===== src/rtl/core/bmmd_pkg.sv =====
// Shared types, widths and sizing functions for the block statistics unit.
package bmmd_pkg;

  localparam int unsigned SAMPLE_BITS = 16;

  typedef logic signed [SAMPLE_BITS-1:0] sample_t;
  typedef logic        [SAMPLE_BITS-1:0] dev_t;

  // Bits of a sample counter that must hold the full depth.
  function automatic int unsigned cnt_w(input int unsigned depth);
    return $clog2(depth + 1);
  endfunction

  // Bits of an index into one bank of the sample store.
  function automatic int unsigned idx_w(input int unsigned depth);
    return (depth > 1) ? $clog2(depth) : 1;
  endfunction

  // Bits of the signed running sum over a full bank.
  function automatic int unsigned sum_w(input int unsigned depth);
    return SAMPLE_BITS + $clog2(depth);
  endfunction

endpackage


===== src/rtl/core/bmmd_in_if.sv =====
// Sample input channel: valid/ready handshake with the sample payload.
interface bmmd_in_if;
  logic              valid;
  logic              ready;
  bmmd_pkg::sample_t sample;
  logic              last_sample;

  modport source (output valid, sample, last_sample, input ready);
  modport sink   (input valid, sample, last_sample, output ready);
endinterface


===== src/rtl/core/bmmd_out_if.sv =====
// Result output channel: valid/ready handshake with the block statistics.
interface bmmd_out_if;
  logic              valid;
  logic              ready;
  bmmd_pkg::sample_t mean;
  bmmd_pkg::dev_t    max_deviation;
  bmmd_pkg::sample_t minimum;
  bmmd_pkg::sample_t maximum;
  logic              overflowed;

  modport source (output valid, mean, max_deviation, minimum, maximum, overflowed,
                  input ready);
  modport sink   (input valid, mean, max_deviation, minimum, maximum, overflowed,
                  output ready);
endinterface


===== src/rtl/core/bmmd_front.sv =====
// Front end: accepts samples, fills the store, keeps running sum, min and max.
module bmmd_front #(
  parameter int unsigned MAX_SAMPLES = 32,
  parameter int unsigned CNT_W       = bmmd_pkg::cnt_w(MAX_SAMPLES),
  parameter int unsigned IDX_W       = bmmd_pkg::idx_w(MAX_SAMPLES),
  parameter int unsigned SUM_W       = bmmd_pkg::sum_w(MAX_SAMPLES),
  parameter int unsigned JOB_W       = SUM_W + CNT_W + 2 * bmmd_pkg::SAMPLE_BITS + 2
) (
  input  logic              clk_i,
  input  logic              rst_ni,
  bmmd_in_if.sink           in_i,
  // store write port
  output logic              mem_we_o,
  output logic              mem_wbank_o,
  output logic [IDX_W-1:0]  mem_widx_o,
  output bmmd_pkg::sample_t mem_wdata_o,
  // job queue push side
  output logic              job_valid_o,
  input  logic              job_ready_i,
  output logic [JOB_W-1:0]  job_o,
  // back end finished a job and released its bank
  input  logic              done_i
);

  typedef struct packed {
    logic                    bank;
    logic signed [SUM_W-1:0] sum;
    logic [CNT_W-1:0]        cnt;
    bmmd_pkg::sample_t       min;
    bmmd_pkg::sample_t       max;
    logic                    ovf;
  } job_t;

  logic signed [SUM_W-1:0] sum_q, sum_d;
  logic [CNT_W-1:0]        cnt_q, cnt_d;
  bmmd_pkg::sample_t       min_q, max_q, min_d, max_d;
  logic                    ovf_q, ovf_d;
  logic                    bank_q;
  logic [1:0]              pend_q, pend_d;
  logic                    accept, room, first, push;
  bmmd_pkg::sample_t       s;
  job_t                    job;

  always_comb begin
    s      = in_i.sample;
    room   = cnt_q < CNT_W'(MAX_SAMPLES);
    first  = cnt_q == '0;
    // both banks busy: hold off until the back end releases one
    in_i.ready = (pend_q != 2'd2) && job_ready_i;
    accept = in_i.valid && in_i.ready;
    push   = accept && in_i.last_sample;

    sum_d = room ? sum_q + SUM_W'(s) : sum_q;
    cnt_d = room ? cnt_q + CNT_W'(1) : cnt_q;
    min_d = (room && (first || s < min_q)) ? s : min_q;
    max_d = (room && (first || s > max_q)) ? s : max_q;
    ovf_d = ovf_q | ~room;

    job.bank = bank_q;
    job.sum  = sum_d;
    job.cnt  = cnt_d;
    job.min  = min_d;
    job.max  = max_d;
    job.ovf  = ovf_d;

    job_valid_o = push;
    job_o       = job;

    mem_we_o    = accept && room;
    mem_wbank_o = bank_q;
    mem_widx_o  = cnt_q[IDX_W-1:0];
    mem_wdata_o = s;

    pend_d = pend_q;
    if (push && !done_i) begin
      pend_d = pend_q + 2'd1;
    end else if (!push && done_i) begin
      pend_d = pend_q - 2'd1;
    end
  end

  always_ff @(posedge clk_i or negedge rst_ni) begin
    if (!rst_ni) begin
      sum_q  <= '0;
      cnt_q  <= '0;
      min_q  <= '0;
      max_q  <= '0;
      ovf_q  <= 1'b0;
      bank_q <= 1'b0;
      pend_q <= 2'd0;
    end else begin
      pend_q <= pend_d;
      if (accept) begin
        min_q <= min_d;
        max_q <= max_d;
        if (in_i.last_sample) begin
          // start the next block in the other bank
          sum_q  <= '0;
          cnt_q  <= '0;
          ovf_q  <= 1'b0;
          bank_q <= ~bank_q;
        end else begin
          sum_q <= sum_d;
          cnt_q <= cnt_d;
          ovf_q <= ovf_d;
        end
      end
    end
  end

endmodule


===== src/rtl/core/bmmd_queue.sv =====
// Two-entry job queue between the front end and the back end.
module bmmd_queue #(
  parameter int unsigned WIDTH = 64
) (
  input  logic             clk_i,
  input  logic             rst_ni,
  input  logic             push_valid_i,
  output logic             push_ready_o,
  input  logic [WIDTH-1:0] push_data_i,
  output logic             pop_valid_o,
  input  logic             pop_ready_i,
  output logic [WIDTH-1:0] pop_data_o
);

  logic [WIDTH-1:0] slot_q [2];
  logic             wr_q, rd_q;
  logic [1:0]       fill_q;
  logic             push, pop;

  assign push_ready_o = fill_q != 2'd2;
  assign pop_valid_o  = fill_q != 2'd0;
  assign pop_data_o   = slot_q[rd_q];
  assign push         = push_valid_i && push_ready_o;
  assign pop          = pop_valid_o && pop_ready_i;

  always_ff @(posedge clk_i) begin
    if (push) begin
      slot_q[wr_q] <= push_data_i;
    end
  end

  always_ff @(posedge clk_i or negedge rst_ni) begin
    if (!rst_ni) begin
      wr_q   <= 1'b0;
      rd_q   <= 1'b0;
      fill_q <= 2'd0;
    end else begin
      if (push) begin
        wr_q <= ~wr_q;
      end
      if (pop) begin
        rd_q <= ~rd_q;
      end
      if (push && !pop) begin
        fill_q <= fill_q + 2'd1;
      end else if (!push && pop) begin
        fill_q <= fill_q - 2'd1;
      end
    end
  end

endmodule


===== src/rtl/core/bmmd_back.sv =====
// Back end: sample store, mean divider, deviation scan and result register.
module bmmd_back #(
  parameter int unsigned MAX_SAMPLES = 32,
  parameter int unsigned CNT_W       = bmmd_pkg::cnt_w(MAX_SAMPLES),
  parameter int unsigned IDX_W       = bmmd_pkg::idx_w(MAX_SAMPLES),
  parameter int unsigned SUM_W       = bmmd_pkg::sum_w(MAX_SAMPLES),
  parameter int unsigned JOB_W       = SUM_W + CNT_W + 2 * bmmd_pkg::SAMPLE_BITS + 2
) (
  input  logic              clk_i,
  input  logic              rst_ni,
  // store write port from the front end
  input  logic              mem_we_i,
  input  logic              mem_wbank_i,
  input  logic [IDX_W-1:0]  mem_widx_i,
  input  bmmd_pkg::sample_t mem_wdata_i,
  // job queue pop side
  input  logic              job_valid_i,
  output logic              job_ready_o,
  input  logic [JOB_W-1:0]  job_i,
  bmmd_out_if.source        out_o,
  output logic              done_o
);

  localparam int unsigned STEP_W = $clog2(SUM_W + 1);
  localparam int unsigned DIFF_W = bmmd_pkg::SAMPLE_BITS + 1;

  typedef struct packed {
    logic                    bank;
    logic signed [SUM_W-1:0] sum;
    logic [CNT_W-1:0]        cnt;
    bmmd_pkg::sample_t       min;
    bmmd_pkg::sample_t       max;
    logic                    ovf;
  } job_t;

  typedef enum logic [1:0] {
    ST_IDLE,
    ST_DIV,
    ST_SCAN,
    ST_SEND
  } state_e;

  bmmd_pkg::sample_t mem_q [2][MAX_SAMPLES];
  bmmd_pkg::sample_t rdata_q;

  state_e             state_q;
  job_t               job_q, job_in;
  logic [SUM_W-1:0]   quo_q, quo_d, sum_mag;
  logic [CNT_W-1:0]   rem_q, rem_d;
  logic [CNT_W:0]     rem_sh;
  logic               ge;
  logic [STEP_W-1:0]  step_q;
  logic [SUM_W-1:0]   mean_full;
  bmmd_pkg::sample_t  mean_q;
  bmmd_pkg::dev_t     dev_q;
  logic [CNT_W-1:0]   ridx_q;
  logic               rvld_q;
  logic               issue;
  logic signed [DIFF_W-1:0] diff, diff_abs;

  // store: one write port, one registered read port
  always_ff @(posedge clk_i) begin
    if (mem_we_i) begin
      mem_q[mem_wbank_i][mem_widx_i] <= mem_wdata_i;
    end
    rdata_q <= mem_q[job_q.bank][ridx_q[IDX_W-1:0]];
  end

  always_comb begin
    job_in  = job_i;
    sum_mag = job_in.sum[SUM_W-1] ? SUM_W'(-job_in.sum) : SUM_W'(job_in.sum);

    // restoring divide, one quotient bit per cycle
    rem_sh = {rem_q, quo_q[SUM_W-1]};
    ge     = rem_sh >= {1'b0, job_q.cnt};
    rem_d  = ge ? CNT_W'(rem_sh - {1'b0, job_q.cnt}) : rem_sh[CNT_W-1:0];
    quo_d  = {quo_q[SUM_W-2:0], ge};
    mean_full = job_q.sum[SUM_W-1] ? SUM_W'(-quo_d) : quo_d;

    issue    = ridx_q < job_q.cnt;
    diff     = DIFF_W'(mean_q) - DIFF_W'(rdata_q);
    diff_abs = diff[DIFF_W-1] ? -diff : diff;

    job_ready_o = state_q == ST_IDLE;
    done_o      = (state_q == ST_SEND) && out_o.ready;

    out_o.valid         = state_q == ST_SEND;
    out_o.mean          = mean_q;
    out_o.max_deviation = dev_q;
    out_o.minimum       = job_q.min;
    out_o.maximum       = job_q.max;
    out_o.overflowed    = job_q.ovf;
  end

  always_ff @(posedge clk_i or negedge rst_ni) begin
    if (!rst_ni) begin
      state_q <= ST_IDLE;
      job_q   <= '0;
      quo_q   <= '0;
      rem_q   <= '0;
      step_q  <= '0;
      mean_q  <= '0;
      dev_q   <= '0;
      ridx_q  <= '0;
      rvld_q  <= 1'b0;
    end else begin
      case (state_q)
        ST_IDLE: begin
          if (job_valid_i) begin
            job_q   <= job_in;
            quo_q   <= sum_mag;
            rem_q   <= '0;
            step_q  <= '0;
            state_q <= ST_DIV;
          end
        end
        ST_DIV: begin
          quo_q  <= quo_d;
          rem_q  <= rem_d;
          step_q <= step_q + STEP_W'(1);
          if (step_q == STEP_W'(SUM_W - 1)) begin
            mean_q  <= bmmd_pkg::sample_t'(mean_full[bmmd_pkg::SAMPLE_BITS-1:0]);
            dev_q   <= '0;
            ridx_q  <= '0;
            rvld_q  <= 1'b0;
            state_q <= ST_SCAN;
          end
        end
        ST_SCAN: begin
          // fold in the sample read last cycle
          if (rvld_q && bmmd_pkg::dev_t'(diff_abs) > dev_q) begin
            dev_q <= bmmd_pkg::dev_t'(diff_abs);
          end
          rvld_q <= issue;
          if (issue) begin
            ridx_q <= ridx_q + CNT_W'(1);
          end else begin
            state_q <= ST_SEND;
          end
        end
        ST_SEND: begin
          if (out_o.ready) begin
            state_q <= ST_IDLE;
          end
        end
        default: begin
          state_q <= ST_IDLE;
        end
      endcase
    end
  end

endmodule


===== src/rtl/core/block_min_max_mean_deviation_unit.sv =====
// Block min/max/mean/deviation unit: top level.
// Samples are taken one per cycle unless both store banks are busy; two blocks may be
// in flight, one per store bank. After the last sample the back end divides the sum of
// a block of N stored samples by N, one quotient bit per cycle for SUM_W = 16 +
// clog2(MAX_SAMPLES) bits, then reads the store once per sample for the deviation.
// Reset is asynchronous, active low, and returns the unit to empty with no pending result.
module block_min_max_mean_deviation_unit #(
  parameter int unsigned MAX_SAMPLES = 32
) (
  input logic        clk_i,
  input logic        rst_ni,
  bmmd_in_if.sink    in_i,
  bmmd_out_if.source out_o
);

  localparam int unsigned CNT_W = bmmd_pkg::cnt_w(MAX_SAMPLES);
  localparam int unsigned IDX_W = bmmd_pkg::idx_w(MAX_SAMPLES);
  localparam int unsigned SUM_W = bmmd_pkg::sum_w(MAX_SAMPLES);
  localparam int unsigned JOB_W = SUM_W + CNT_W + 2 * bmmd_pkg::SAMPLE_BITS + 2;

  logic              mem_we;
  logic              mem_wbank;
  logic [IDX_W-1:0]  mem_widx;
  bmmd_pkg::sample_t mem_wdata;
  logic              push_valid, push_ready, pop_valid, pop_ready, done;
  logic [JOB_W-1:0]  push_data, pop_data;

  bmmd_front #(
    .MAX_SAMPLES (MAX_SAMPLES),
    .CNT_W       (CNT_W),
    .IDX_W       (IDX_W),
    .SUM_W       (SUM_W),
    .JOB_W       (JOB_W)
  ) u_front (
    .clk_i       (clk_i),
    .rst_ni      (rst_ni),
    .in_i        (in_i),
    .mem_we_o    (mem_we),
    .mem_wbank_o (mem_wbank),
    .mem_widx_o  (mem_widx),
    .mem_wdata_o (mem_wdata),
    .job_valid_o (push_valid),
    .job_ready_i (push_ready),
    .job_o       (push_data),
    .done_i      (done)
  );

  bmmd_queue #(
    .WIDTH (JOB_W)
  ) u_queue (
    .clk_i        (clk_i),
    .rst_ni       (rst_ni),
    .push_valid_i (push_valid),
    .push_ready_o (push_ready),
    .push_data_i  (push_data),
    .pop_valid_o  (pop_valid),
    .pop_ready_i  (pop_ready),
    .pop_data_o   (pop_data)
  );

  bmmd_back #(
    .MAX_SAMPLES (MAX_SAMPLES),
    .CNT_W       (CNT_W),
    .IDX_W       (IDX_W),
    .SUM_W       (SUM_W),
    .JOB_W       (JOB_W)
  ) u_back (
    .clk_i       (clk_i),
    .rst_ni      (rst_ni),
    .mem_we_i    (mem_we),
    .mem_wbank_i (mem_wbank),
    .mem_widx_i  (mem_widx),
    .mem_wdata_i (mem_wdata),
    .job_valid_i (pop_valid),
    .job_ready_o (pop_ready),
    .job_i       (pop_data),
    .out_o       (out_o),
    .done_o      (done)
  );

endmodule


===== src/flat_wrapper.sv =====
// flat-port wrapper written by rule: the top's interface ports become plain ports
module block_min_max_mean_deviation_unit_flat 
#(
  parameter int unsigned MAX_SAMPLES = 32
)
  (clk_i, rst_ni, in_i_valid, in_i_sample, in_i_last_sample, in_i_ready, out_o_valid, out_o_mean, out_o_max_deviation, out_o_minimum, out_o_maximum, out_o_overflowed, out_o_ready);
  bmmd_in_if in_i_i ();
  bmmd_out_if out_o_i ();
  input logic clk_i;
  input logic rst_ni;
  input wire logic [$bits(in_i_i.valid)-1:0] in_i_valid;
  input wire logic [$bits(in_i_i.sample)-1:0] in_i_sample;
  input wire logic [$bits(in_i_i.last_sample)-1:0] in_i_last_sample;
  output wire logic [$bits(in_i_i.ready)-1:0] in_i_ready;
  output wire logic [$bits(out_o_i.valid)-1:0] out_o_valid;
  output wire logic [$bits(out_o_i.mean)-1:0] out_o_mean;
  output wire logic [$bits(out_o_i.max_deviation)-1:0] out_o_max_deviation;
  output wire logic [$bits(out_o_i.minimum)-1:0] out_o_minimum;
  output wire logic [$bits(out_o_i.maximum)-1:0] out_o_maximum;
  output wire logic [$bits(out_o_i.overflowed)-1:0] out_o_overflowed;
  input wire logic [$bits(out_o_i.ready)-1:0] out_o_ready;
  assign in_i_i.valid = in_i_valid;
  assign in_i_i.sample = in_i_sample;
  assign in_i_i.last_sample = in_i_last_sample;
  assign in_i_ready = in_i_i.ready;
  assign out_o_valid = out_o_i.valid;
  assign out_o_mean = out_o_i.mean;
  assign out_o_max_deviation = out_o_i.max_deviation;
  assign out_o_minimum = out_o_i.minimum;
  assign out_o_maximum = out_o_i.maximum;
  assign out_o_overflowed = out_o_i.overflowed;
  assign out_o_i.ready = out_o_ready;
  block_min_max_mean_deviation_unit #(.MAX_SAMPLES(MAX_SAMPLES)) u_core (.clk_i(clk_i), .rst_ni(rst_ni), .in_i(in_i_i), .out_o(out_o_i));
endmodule

===== config.mk =====
export PLATFORM = sky130hd
export DESIGN_NAME = block_min_max_mean_deviation_unit_flat
export DESIGN_NICKNAME = d
export VERILOG_FILES = /design/src/rtl/core/bmmd_pkg.sv /design/src/rtl/core/bmmd_in_if.sv /design/src/rtl/core/bmmd_out_if.sv /design/src/rtl/core/bmmd_front.sv /design/src/rtl/core/bmmd_queue.sv /design/src/rtl/core/bmmd_back.sv /design/src/rtl/core/block_min_max_mean_deviation_unit.sv /design/src/flat_wrapper.sv
export SDC_FILE = /design/constraint.sdc
export NUM_CORES = 2
export LEC_CHECK = 0
export ABC_AREA = 1
export BUFFER_PORTS_ARGS = -buffer_cell sky130_fd_sc_hd__buf_2
export CAP_MARGIN = 20
export CORE_MARGIN = 1.5
export CORE_UTILIZATION = 50
export DETAILED_ROUTE_END_ITERATION = 10
export PLACE_DENSITY = 0.7
export SKIP_LAST_GASP = 1
export SLEW_MARGIN = 20
export SYNTH_ARGS = -nofsm -noshare
export SYNTH_HDL_FRONTEND = slang
export SYNTH_HIERARCHICAL = 1
export SYNTH_SLANG_ARGS = --single-unit

===== constraint.sdc =====
create_clock -name clk_i -period 10 [get_ports clk_i]
set_clock_uncertainty 0.2 [all_clocks]
set_input_delay 0 -clock clk_i [delete_from_list [all_inputs] [get_ports clk_i]]
set_output_delay 0 -clock clk_i [all_outputs]
set_load 0.03 [all_outputs]

=== Word level (Yosys, flattened, before mapping) ===
Memory sizes are Yosys's and may differ from the RTL's.
Cells that the tools add are included.

* Flip-flop bits (word level): 217
* Memories kept: 2
* Input bits: 21
* Bits in writable memories: 1146

{| class="wikitable"
|+ Memory list
! memory !! depth !! width !! rd ports !! clocked after memory_dff !! wr ports !! line !! source
|-
| u_core.u_back.mem_q || 2 || 512 || 1 || 0 || 1 || bmmd_back.sv:43 || <nowiki>bmmd_pkg::sample_t mem_q [2][MAX_SAMPLES];</nowiki>
|-
| u_core.u_queue.slot_q || 2 || 61 || 1 || 0 || 1 || bmmd_queue.sv:15 || <nowiki>logic [WIDTH-1:0] slot_q [2];</nowiki>
|}

* Bitwise logic cells: 7
* Mux-type cells: 43
* Equal/unequal tests: 12
* $lt $le $gt $ge: 9
* Reductions and logical operators: 36
* Add/subtract/negate cells: 13

{| class="wikitable"
|+ Operators with widths
! cell !! number
|-
| $mux W512 || 1
|-
| $mux W16 || 9
|-
| $mux W21 || 4
|-
| $bmux W16 S5 || 1
|-
| $demux W16 S5 || 1
|-
| $pmux W21 S2 || 1
|-
| $mux W6 || 6
|-
| $gt A16 B16 Y1 || 2
|-
| $neg A16 Y16 || 2
|-
| $pmux W16 S2 || 1
|-
| $pmux W6 S2 || 2
|-
| $add A21 B16 Y21 || 1
|-
| $neg A21 Y21 || 1
|-
| $sub A16 B16 Y17 || 1
|-
| $lt A16 B16 Y1 || 1
|-
| $mux W2 || 8
|-
| $logic_and A1 B1 Y1 || 15
|-
| $ne A2 B2 Y1 const B || 7
|-
| $add A6 B1 Y6 const B || 2
|-
| $ge A6 B6 Y1 const B || 2
|-
| $not A5 Y6 || 2
|-
| $pmux W5 S2 || 1
|-
| $reduce_and A2 Y1 || 5
|-
| $reduce_bool A2 Y1 || 5
|-
| other kinds (24) || 39
|}

=== Longest topological paths before layout ===
* Word-level depth: 9
* Gate-level depth with buffers: 32

=== By module ===
The synthesis kept the hierarchy.

{| class="wikitable"
|+ By module, submodules not included
! module !! area each (µm²) !! seq. area each (µm²) !! cells an instance !! times used
|-
| bmmd_back || 48331.4 || 33922.5 || 4047 || 1
|-
| bmmd_front || 5689.2 || 1576.5 || 855 || 1
|-
| bmmd_queue || 4699.5 || 3763.6 || 347 || 1
|}

=== Least setup slack after synthesis ===
Ideal clock, no wire load.

* Kind: reg2reg
* Start: register u_core.u_queue.fill_q[0]
* End: memory u_core/u_queue/slot_q[0][0] (netlist bit), enable pin
* Library setup time: 0.480 ns
* Setup slack: 5.260 ns
* Buffers on the path: 0
* Data arrival time: 4.060 ns
* Cell stages (with the launch flop): 8
* Path through: dfrtp_1 inv_1 nand2_1 a21boi_2 nand2_1 nor2_1 nand2_2 nor2_1

* Cells in the longest elaborated chain, start to end: 7

{| class="wikitable"
|+ RTL lines
! item !! line !! source
|-
| from (decl) || bmmd_queue.sv:17 || <nowiki>logic [1:0] fill_q;</nowiki>
|-
| from (signal assigned) || bmmd_queue.sv:45 || <nowiki>fill_q <= fill_q + 2'd1;</nowiki>
|-
| from (signal assigned) || bmmd_queue.sv:47 || <nowiki>fill_q <= fill_q - 2'd1;</nowiki>
|-
| $ne A2 B2 Y1 || bmmd_queue.sv:20 || <nowiki>assign push_ready_o = fill_q != 2'd2;</nowiki>
|-
| named net u_core.push_ready || block_min_max_mean_deviation_unit.sv:25 || <nowiki>logic push_valid, push_ready, pop_valid, pop_ready, done;</nowiki>
|-
| $logic_and A1 B1 Y1 || bmmd_front.sv:49 || <nowiki>in_i.ready = (pend_q != 2'd2) && job_ready_i;</nowiki>
|-
| named net in_i_ready || flat_wrapper.sv:14 || <nowiki>output wire logic [$bits(in_i_i.ready)-1:0] in_i_ready;</nowiki>
|-
| $logic_and A1 B1 Y1 || bmmd_front.sv:50 || <nowiki>accept = in_i.valid && in_i.ready;</nowiki>
|-
| $logic_and A1 B1 Y1 || bmmd_front.sv:51 || <nowiki>push = accept && in_i.last_sample;</nowiki>
|-
| named net u_core.push_valid || block_min_max_mean_deviation_unit.sv:25 ||
|-
| $logic_and A1 B1 Y1 || bmmd_queue.sv:23 || <nowiki>assign push = push_valid_i && push_ready_o;</nowiki>
|-
| $mux W1 || bmmd_queue.sv:27 || <nowiki>if (push) begin</nowiki>
|-
| $mux W1 (implied by the code) || bmmd_queue.sv:28 || <nowiki>slot_q[wr_q] <= push_data_i;</nowiki>
|-
| to (decl) || bmmd_queue.sv:15 ||
|}

The timed path passes the listed nets, and every way through them passes these cells.

=== Worst setup path after layout ===
* Start: register u_core/u_back/job_q[60] (netlist bit)
* End: register u_core.u_back.rdata_q[1]

* Cells in the longest elaborated chain, start to end: 4

{| class="wikitable"
|+ RTL lines
! item !! line !! source
|-
| from (decl) || bmmd_back.sv:47 || <nowiki>job_t job_q, job_in;</nowiki>
|-
| from (signal assigned) || bmmd_back.sv:110 || <nowiki>job_q <= job_in;</nowiki>
|-
| $mem_v2 Z2 W512 || n/a ||
|-
| $bmux W16 S5 || bmmd_back.sv:66 || <nowiki>rdata_q <= mem_q[job_q.bank][ridx_q[IDX_W-1:0]];</nowiki>
|-
| $mux W16 (implied by the code) (2 in a row) || bmmd_back.sv:66 ||
|-
| to (signal assigned) || bmmd_back.sv:66 ||
|-
| to (decl) || bmmd_back.sv:44 || <nowiki>bmmd_pkg::sample_t rdata_q;</nowiki>
|}

No other way between the ends. The select of a mux whose other input is x is not followed.
A chain may end at the register's enable or synchronous reset.

==> results.md <==
| Step | Result | Reported |
|---|---|---|
| route | Length of the first detailed-routing pass in iterations | 7 |
| route | Iteration-0 DRC count of the detailed router | 4387 |
| timing | Summed negative setup slack over all endpoints | 0 ns |
| global routing | First-pass GRT wire length | 232 mm |
| floorplan | Number of cell rows | 125 |
| critical path | Worst-case reg-to-reg path depth | 9 |
| critical path | Startpoint type of the worst setup path | flip-flop |
| power | Design Power | 18.0 mW |
| route | Total wire length | 153 mm |
| floorplan | Starting density of the core | 0.505 |
| worst hold path | Hold_sp | in_i_valid |
| route | Antenna Violating Nets Remaining | 0 |
| route | Drt wl/cell | 22.2 um |
| cts | Buffer type at the clock tree root | sky130_fd_sc_hd__clkbuf_16 |
| synth | Sequential share of the synthesized area | 0.669 |
| power | Worst vdd rail ir drop | 211 uV |
| cts | Quantity of hold-fixing buffers added after cts | 23 |
| finish | Number of standard cells in the final layout excluding fillers | 6922 |
| synth | Top_reg_cell synth | sky130_fd_sc_hd__edfxtp_1 |
| place | Dpl cells | 6645 |
| timing | Count of final setup violators | 0 |
| route | Via count normalized by instance count | 5.84 |
| critical path | Capturing point of the worst reg2reg path | u_core/u_back/rdata_q[1]$_DFF_P_ |
| finish | Total area of multi-input combinational cells | 16800 sq um |
| cts | Number of buffers on the longest clock path | 3 |
| outcome | Result of the run | complete, no violations |
| global routing | Antenna violations before repair | 6 |
| floorplan | Die Span Y | 346 um |
| cts | CTS tree | yes |
| route | Count of vias placed by the detailed router | 40400 |
| critical path | Crit. End Element | flip-flop |
| synth | Number of unique standard cell types used by synthesis | 62 |
| timing | Max transition margin | 0.237 |
| global routing | Overall routing resource usage | 0.254 |
| finish | Share of post-route cells with drive strength above 1 | 0.0945 |
| critical path | R2R Path Start | u_core/u_back/job_q[60]$_DFFE_PN0P_ |
| cts | Clock slew at reported path FFs | 0.06 ns |
| cts | Total CTS buffers | 137 |
| finish | Area growth syn-to-layout | 11.0% |
| synth | Synthesized net count | 5381 |
| floorplan | Boundary pin count | 88 |
| synth | Share of flip-flops with an asynchronous set or reset | 0.135 |
| place | Placed wire-length estimate | 87.6 mm |
| critical path | Class of the most critical setup path | flip-flop to flip-flop |
| floorplan | Total die area | 120000 sq um |
| cts | Total clock sinks | 1343 |
| synth | Area share of the leading cell type in the synthesized netlist | 0.586 |
| timing | Slew at the pin closest to its max-slew limit | 1.14 ns |
| cts | Post-CTS setup-driven buffer insertion count | 0 |
| synth | Dominant cells by area after synthesis | sky130_fd_sc_hd__edfxtp_1 (59%), sky130_fd_sc_hd__dfrtp_1 (7.7%), sky130_fd_sc_hd__nand2_1 (6.1%), sky130_fd_sc_hd__o21ai_0 (5.1%), sky130_fd_sc_hd__nor2_1 (4.1%) |
| synth | Top post-synthesis cells by count | sky130_fd_sc_hd__edfxtp_1 (1146), sky130_fd_sc_hd__nand2_1 (951), sky130_fd_sc_hd__nor2_1 (641) |
| cts | H-tree depth | 4 |
| timing | Final hold viol count | 0 |
| timing | Total count of max-transition violations in the final report | 0 |
| timing | Final critical delay including setup and external delays | 4.61 ns |
| synth | Post-Synthesis Cell Area | 58700 sq um |
| synth | Number of enable flip-flop cells after synthesis | 1146 |
| place | Port Buf Inserts | 87 |
| critical path | Required time at the worst-slack endpoint | 10.47 ns |
| synth | Count of mapped cells out of synthesis | 5249 |
| synth | Syn Area/Cell | 11.2 sq um |
| critical path | Worst Path Max Fanout | 153 |
| power | Pleak | 24.4 nW |
| worst hold path | Type of the tightest min-delay check | input port to flip-flop |
| critical path | Register-to-register setup slack | 5.39 ns |
| timing | Setup repair after global routing missed its margin | no |
| global routing | Pin count of the biggest net entering global routing | 210 |
| cts | Clock latency at the later pin of the worst-skew pair | 0.76 ns |
| synth | #FFs+latches synth | 1343 |
| finish | Count of filler cells inserted in the layout | 9494 |
| timing | F_max | 217 MHz |
| worst hold path | Endpoint of the worst hold-timing path | u_core/u_front/sum_q[9]$_DFFE_PN0P_ |
| timing | Share of the clock period used by the worst path | 0.461 |
| place | Final Wtd Congestion | 0.888 |
| global routing | Number of global-route vias before repair | 38600 |
| floorplan | Core box area | 116000 sq um |
| route | DRC violation count after routing | 0 |
| global routing | Overall overflow remaining after global route | 0 |
| synth | Post-synthesis cell type with the largest combined area | sky130_fd_sc_hd__edfxtp_1 |
| floorplan | Die outline width | 346 um |
| flow run | Max Cap Viol | 0 |
| synth | Cell with the most instances after synthesis | sky130_fd_sc_hd__edfxtp_1 |
| worst hold path | Count of cells along the worst hold path | 5 |
| critical path | Critical Path AT | 5.08 ns |
| finish | Number of nets in the layout | 5416 |
| synth | Count of yosys warnings during synthesis | 6 |
| cts | Number of instances resized during post-cts repair | 0 |
| power | Power density over cell area | 277 nW/um^2 |
| finish | Reg area | 39300 sq um |
-- state kept, by name (all words and copies together) (netlist names), 5 cells and up --
signal,count
u_core/u_back/mem_q,1024
u_core/u_queue/slot_q,122
u_core/u_back/quo_q,21
u_core/u_front/sum_q,21
u_core/u_back/out_o.max_deviation,16
u_core/u_back/out_o.maximum,16
u_core/u_back/out_o.mean,16
u_core/u_back/out_o.minimum,16
u_core/u_back/rdata_q,16
u_core/u_front/max_q,16
u_core/u_front/min_q,16
u_core/u_back/job_q,8
u_core/u_back/rem_q,6
u_core/u_back/ridx_q,6
u_core/u_front/cnt_q,6
u_core/u_back/step_q,5
-- per-stage QoR --
step	cell area, sq um	utilization	hold WS [ns]	worst slack, ns
floorplan	58700	-	-0.496	5.26
global placement	60500	0.520	-0.126	5.52
detailed placement	60500	0.520	-0.127	5.48
CTS	65200	0.560	0.0720	5.47
global route	65200	0.560	0.134	5.14
finish	65200	0.560	0.131	5.39
-- per-layer routing --
layer | share of wire | routed length, um | up-vias | track usage
li1 | - | - | 18600 | -
met1 | 0.41 | 62300 | 19700 | 0.340
met2 | 0.47 | 71600 | 1726 | 0.405
met3 | 0.079 | 12000 | 334 | 0.0431
met4 | 0.048 | 7350 | 6 | 0.120
met5 | 0.00023 | 35 | - | 0
-- layout make-up --
| cell class | instances | share of cell area |
|---|---|---|
| tap | 1524 | 0.0293 |
| clock buffer | 185 | 0.0583 |
| timing repair buffer | 224 | 0.0244 |
| sequential | 1343 | 0.603 |
| inverter | 325 | 0.0190 |
| multi-input combinational | 3253 | 0.257 |
| antenna | 2 | 0.0000768 |
| clock inverter | 66 | 0.00927 |
-- power breakdown --
| group | internal (mW) | leakage, nW | switching, mW |
|---|---|---|---|
| registers | 6.68 | 12.8 | 0.348 |
| logic | 1.74 | 9.44 | 4.25 |
| clock network | 2.85 | 2.14 | 2.17 |
| total | 11.3 | 24.4 | 6.77 |
-- how the worst max path moves through the flow --
| stage | startpoint | end | slack [ns] | depth (start not counted) |
|---|---|---|---|---|
| global placement | u_core/u_back/job_q[60]$_DFFE_PN0P_ | u_core/u_back/rdata_q[1]$_DFF_P_ | 5.52 | 9 |
| detailed placement | u_core/u_back/job_q[60]$_DFFE_PN0P_ | u_core/u_back/rdata_q[1]$_DFF_P_ | 5.48 | 9 |
| global route | u_core/u_back/job_q[60]$_DFFE_PN0P_ | u_core/u_back/rdata_q[1]$_DFF_P_ | 5.14 | 9 |
| finish | u_core/u_back/job_q[60]$_DFFE_PN0P_ | u_core/u_back/rdata_q[1]$_DFF_P_ | 5.39 | 9 |
| CTS | u_core/u_back/job_q[60]$_DFFE_PN0P_ | u_core/u_back/rdata_q[1]$_DFF_P_ | 5.47 | 9 |
| floorplan | u_core/u_queue/fill_q[0]$_DFFE_PN0P_ | u_core/u_queue/slot_q[0][0]$_DFFE_PP_ | 5.26 | 7 |
-- kinds of logic (layout without fill, tap and decap cells) --
| logic type | Yosys count | after routing | share of synthesized area |
|---|---|---|---|
| other | 0 | 2 | 0 |
| XOR/XNOR | 49 | 49 | 0.00756 |
| buffers and inverters | 653 | 800 | 0.0500 |
| multiplexers | 12 | 12 | 0.00205 |
| adder cells (fa/ha/maj) | 111 | 111 | 0.0240 |
| AND/OR/NAND/NOR | 2040 | 2040 | 0.145 |
| AO/OA/AOI/OAI | 1041 | 1041 | 0.103 |
| flip-flops | 1343 | 1343 | 0.669 |
-- worst max-delay path: stages (launching register included) --
cell                       delay (ns)
sky130_fd_sc_hd__dfrtp_4         0.74
sky130_fd_sc_hd__inv_8           0.70
sky130_fd_sc_hd__buf_4           0.78
sky130_fd_sc_hd__buf_4           0.81
sky130_fd_sc_hd__o21ai_0         0.16
sky130_fd_sc_hd__o221ai_1        0.20
sky130_fd_sc_hd__nand3_1         0.15
sky130_fd_sc_hd__nand4_1         0.14
sky130_fd_sc_hd__o21ai_0         0.20
sky130_fd_sc_hd__o21ai_0         0.25
-- cells in the final DEF, fill, tap and decap left out, types with 32 or more instances in the layout --
cell,netlist,layout
sky130_fd_sc_hd__and2_1,38,38
sky130_fd_sc_hd__a21oi_1,92,92
sky130_fd_sc_hd__nand2_1,951,950
sky130_fd_sc_hd__o22ai_1,153,153
sky130_fd_sc_hd__ha_1,108,108
sky130_fd_sc_hd__nor2_1,641,638
sky130_fd_sc_hd__o21ai_0,594,594
sky130_fd_sc_hd__clkbuf_16,0,143
sky130_fd_sc_hd__edfxtp_1,1146,1146
sky130_fd_sc_hd__clkbuf_1,158,35
sky130_fd_sc_hd__o221ai_1,115,115
sky130_fd_sc_hd__buf_4,71,110
sky130_fd_sc_hd__xor2_1,33,33
sky130_fd_sc_hd__nand3_1,233,233
sky130_fd_sc_hd__dfrtp_1,181,176
sky130_fd_sc_hd__buf_2,73,86
sky130_fd_sc_hd__inv_1,312,309
sky130_fd_sc_hd__o211ai_1,32,32
sky130_fd_sc_hd__nor3_2,1,35
sky130_fd_sc_hd__nand4_1,61,61
Power figures use the tool's default switching activity.
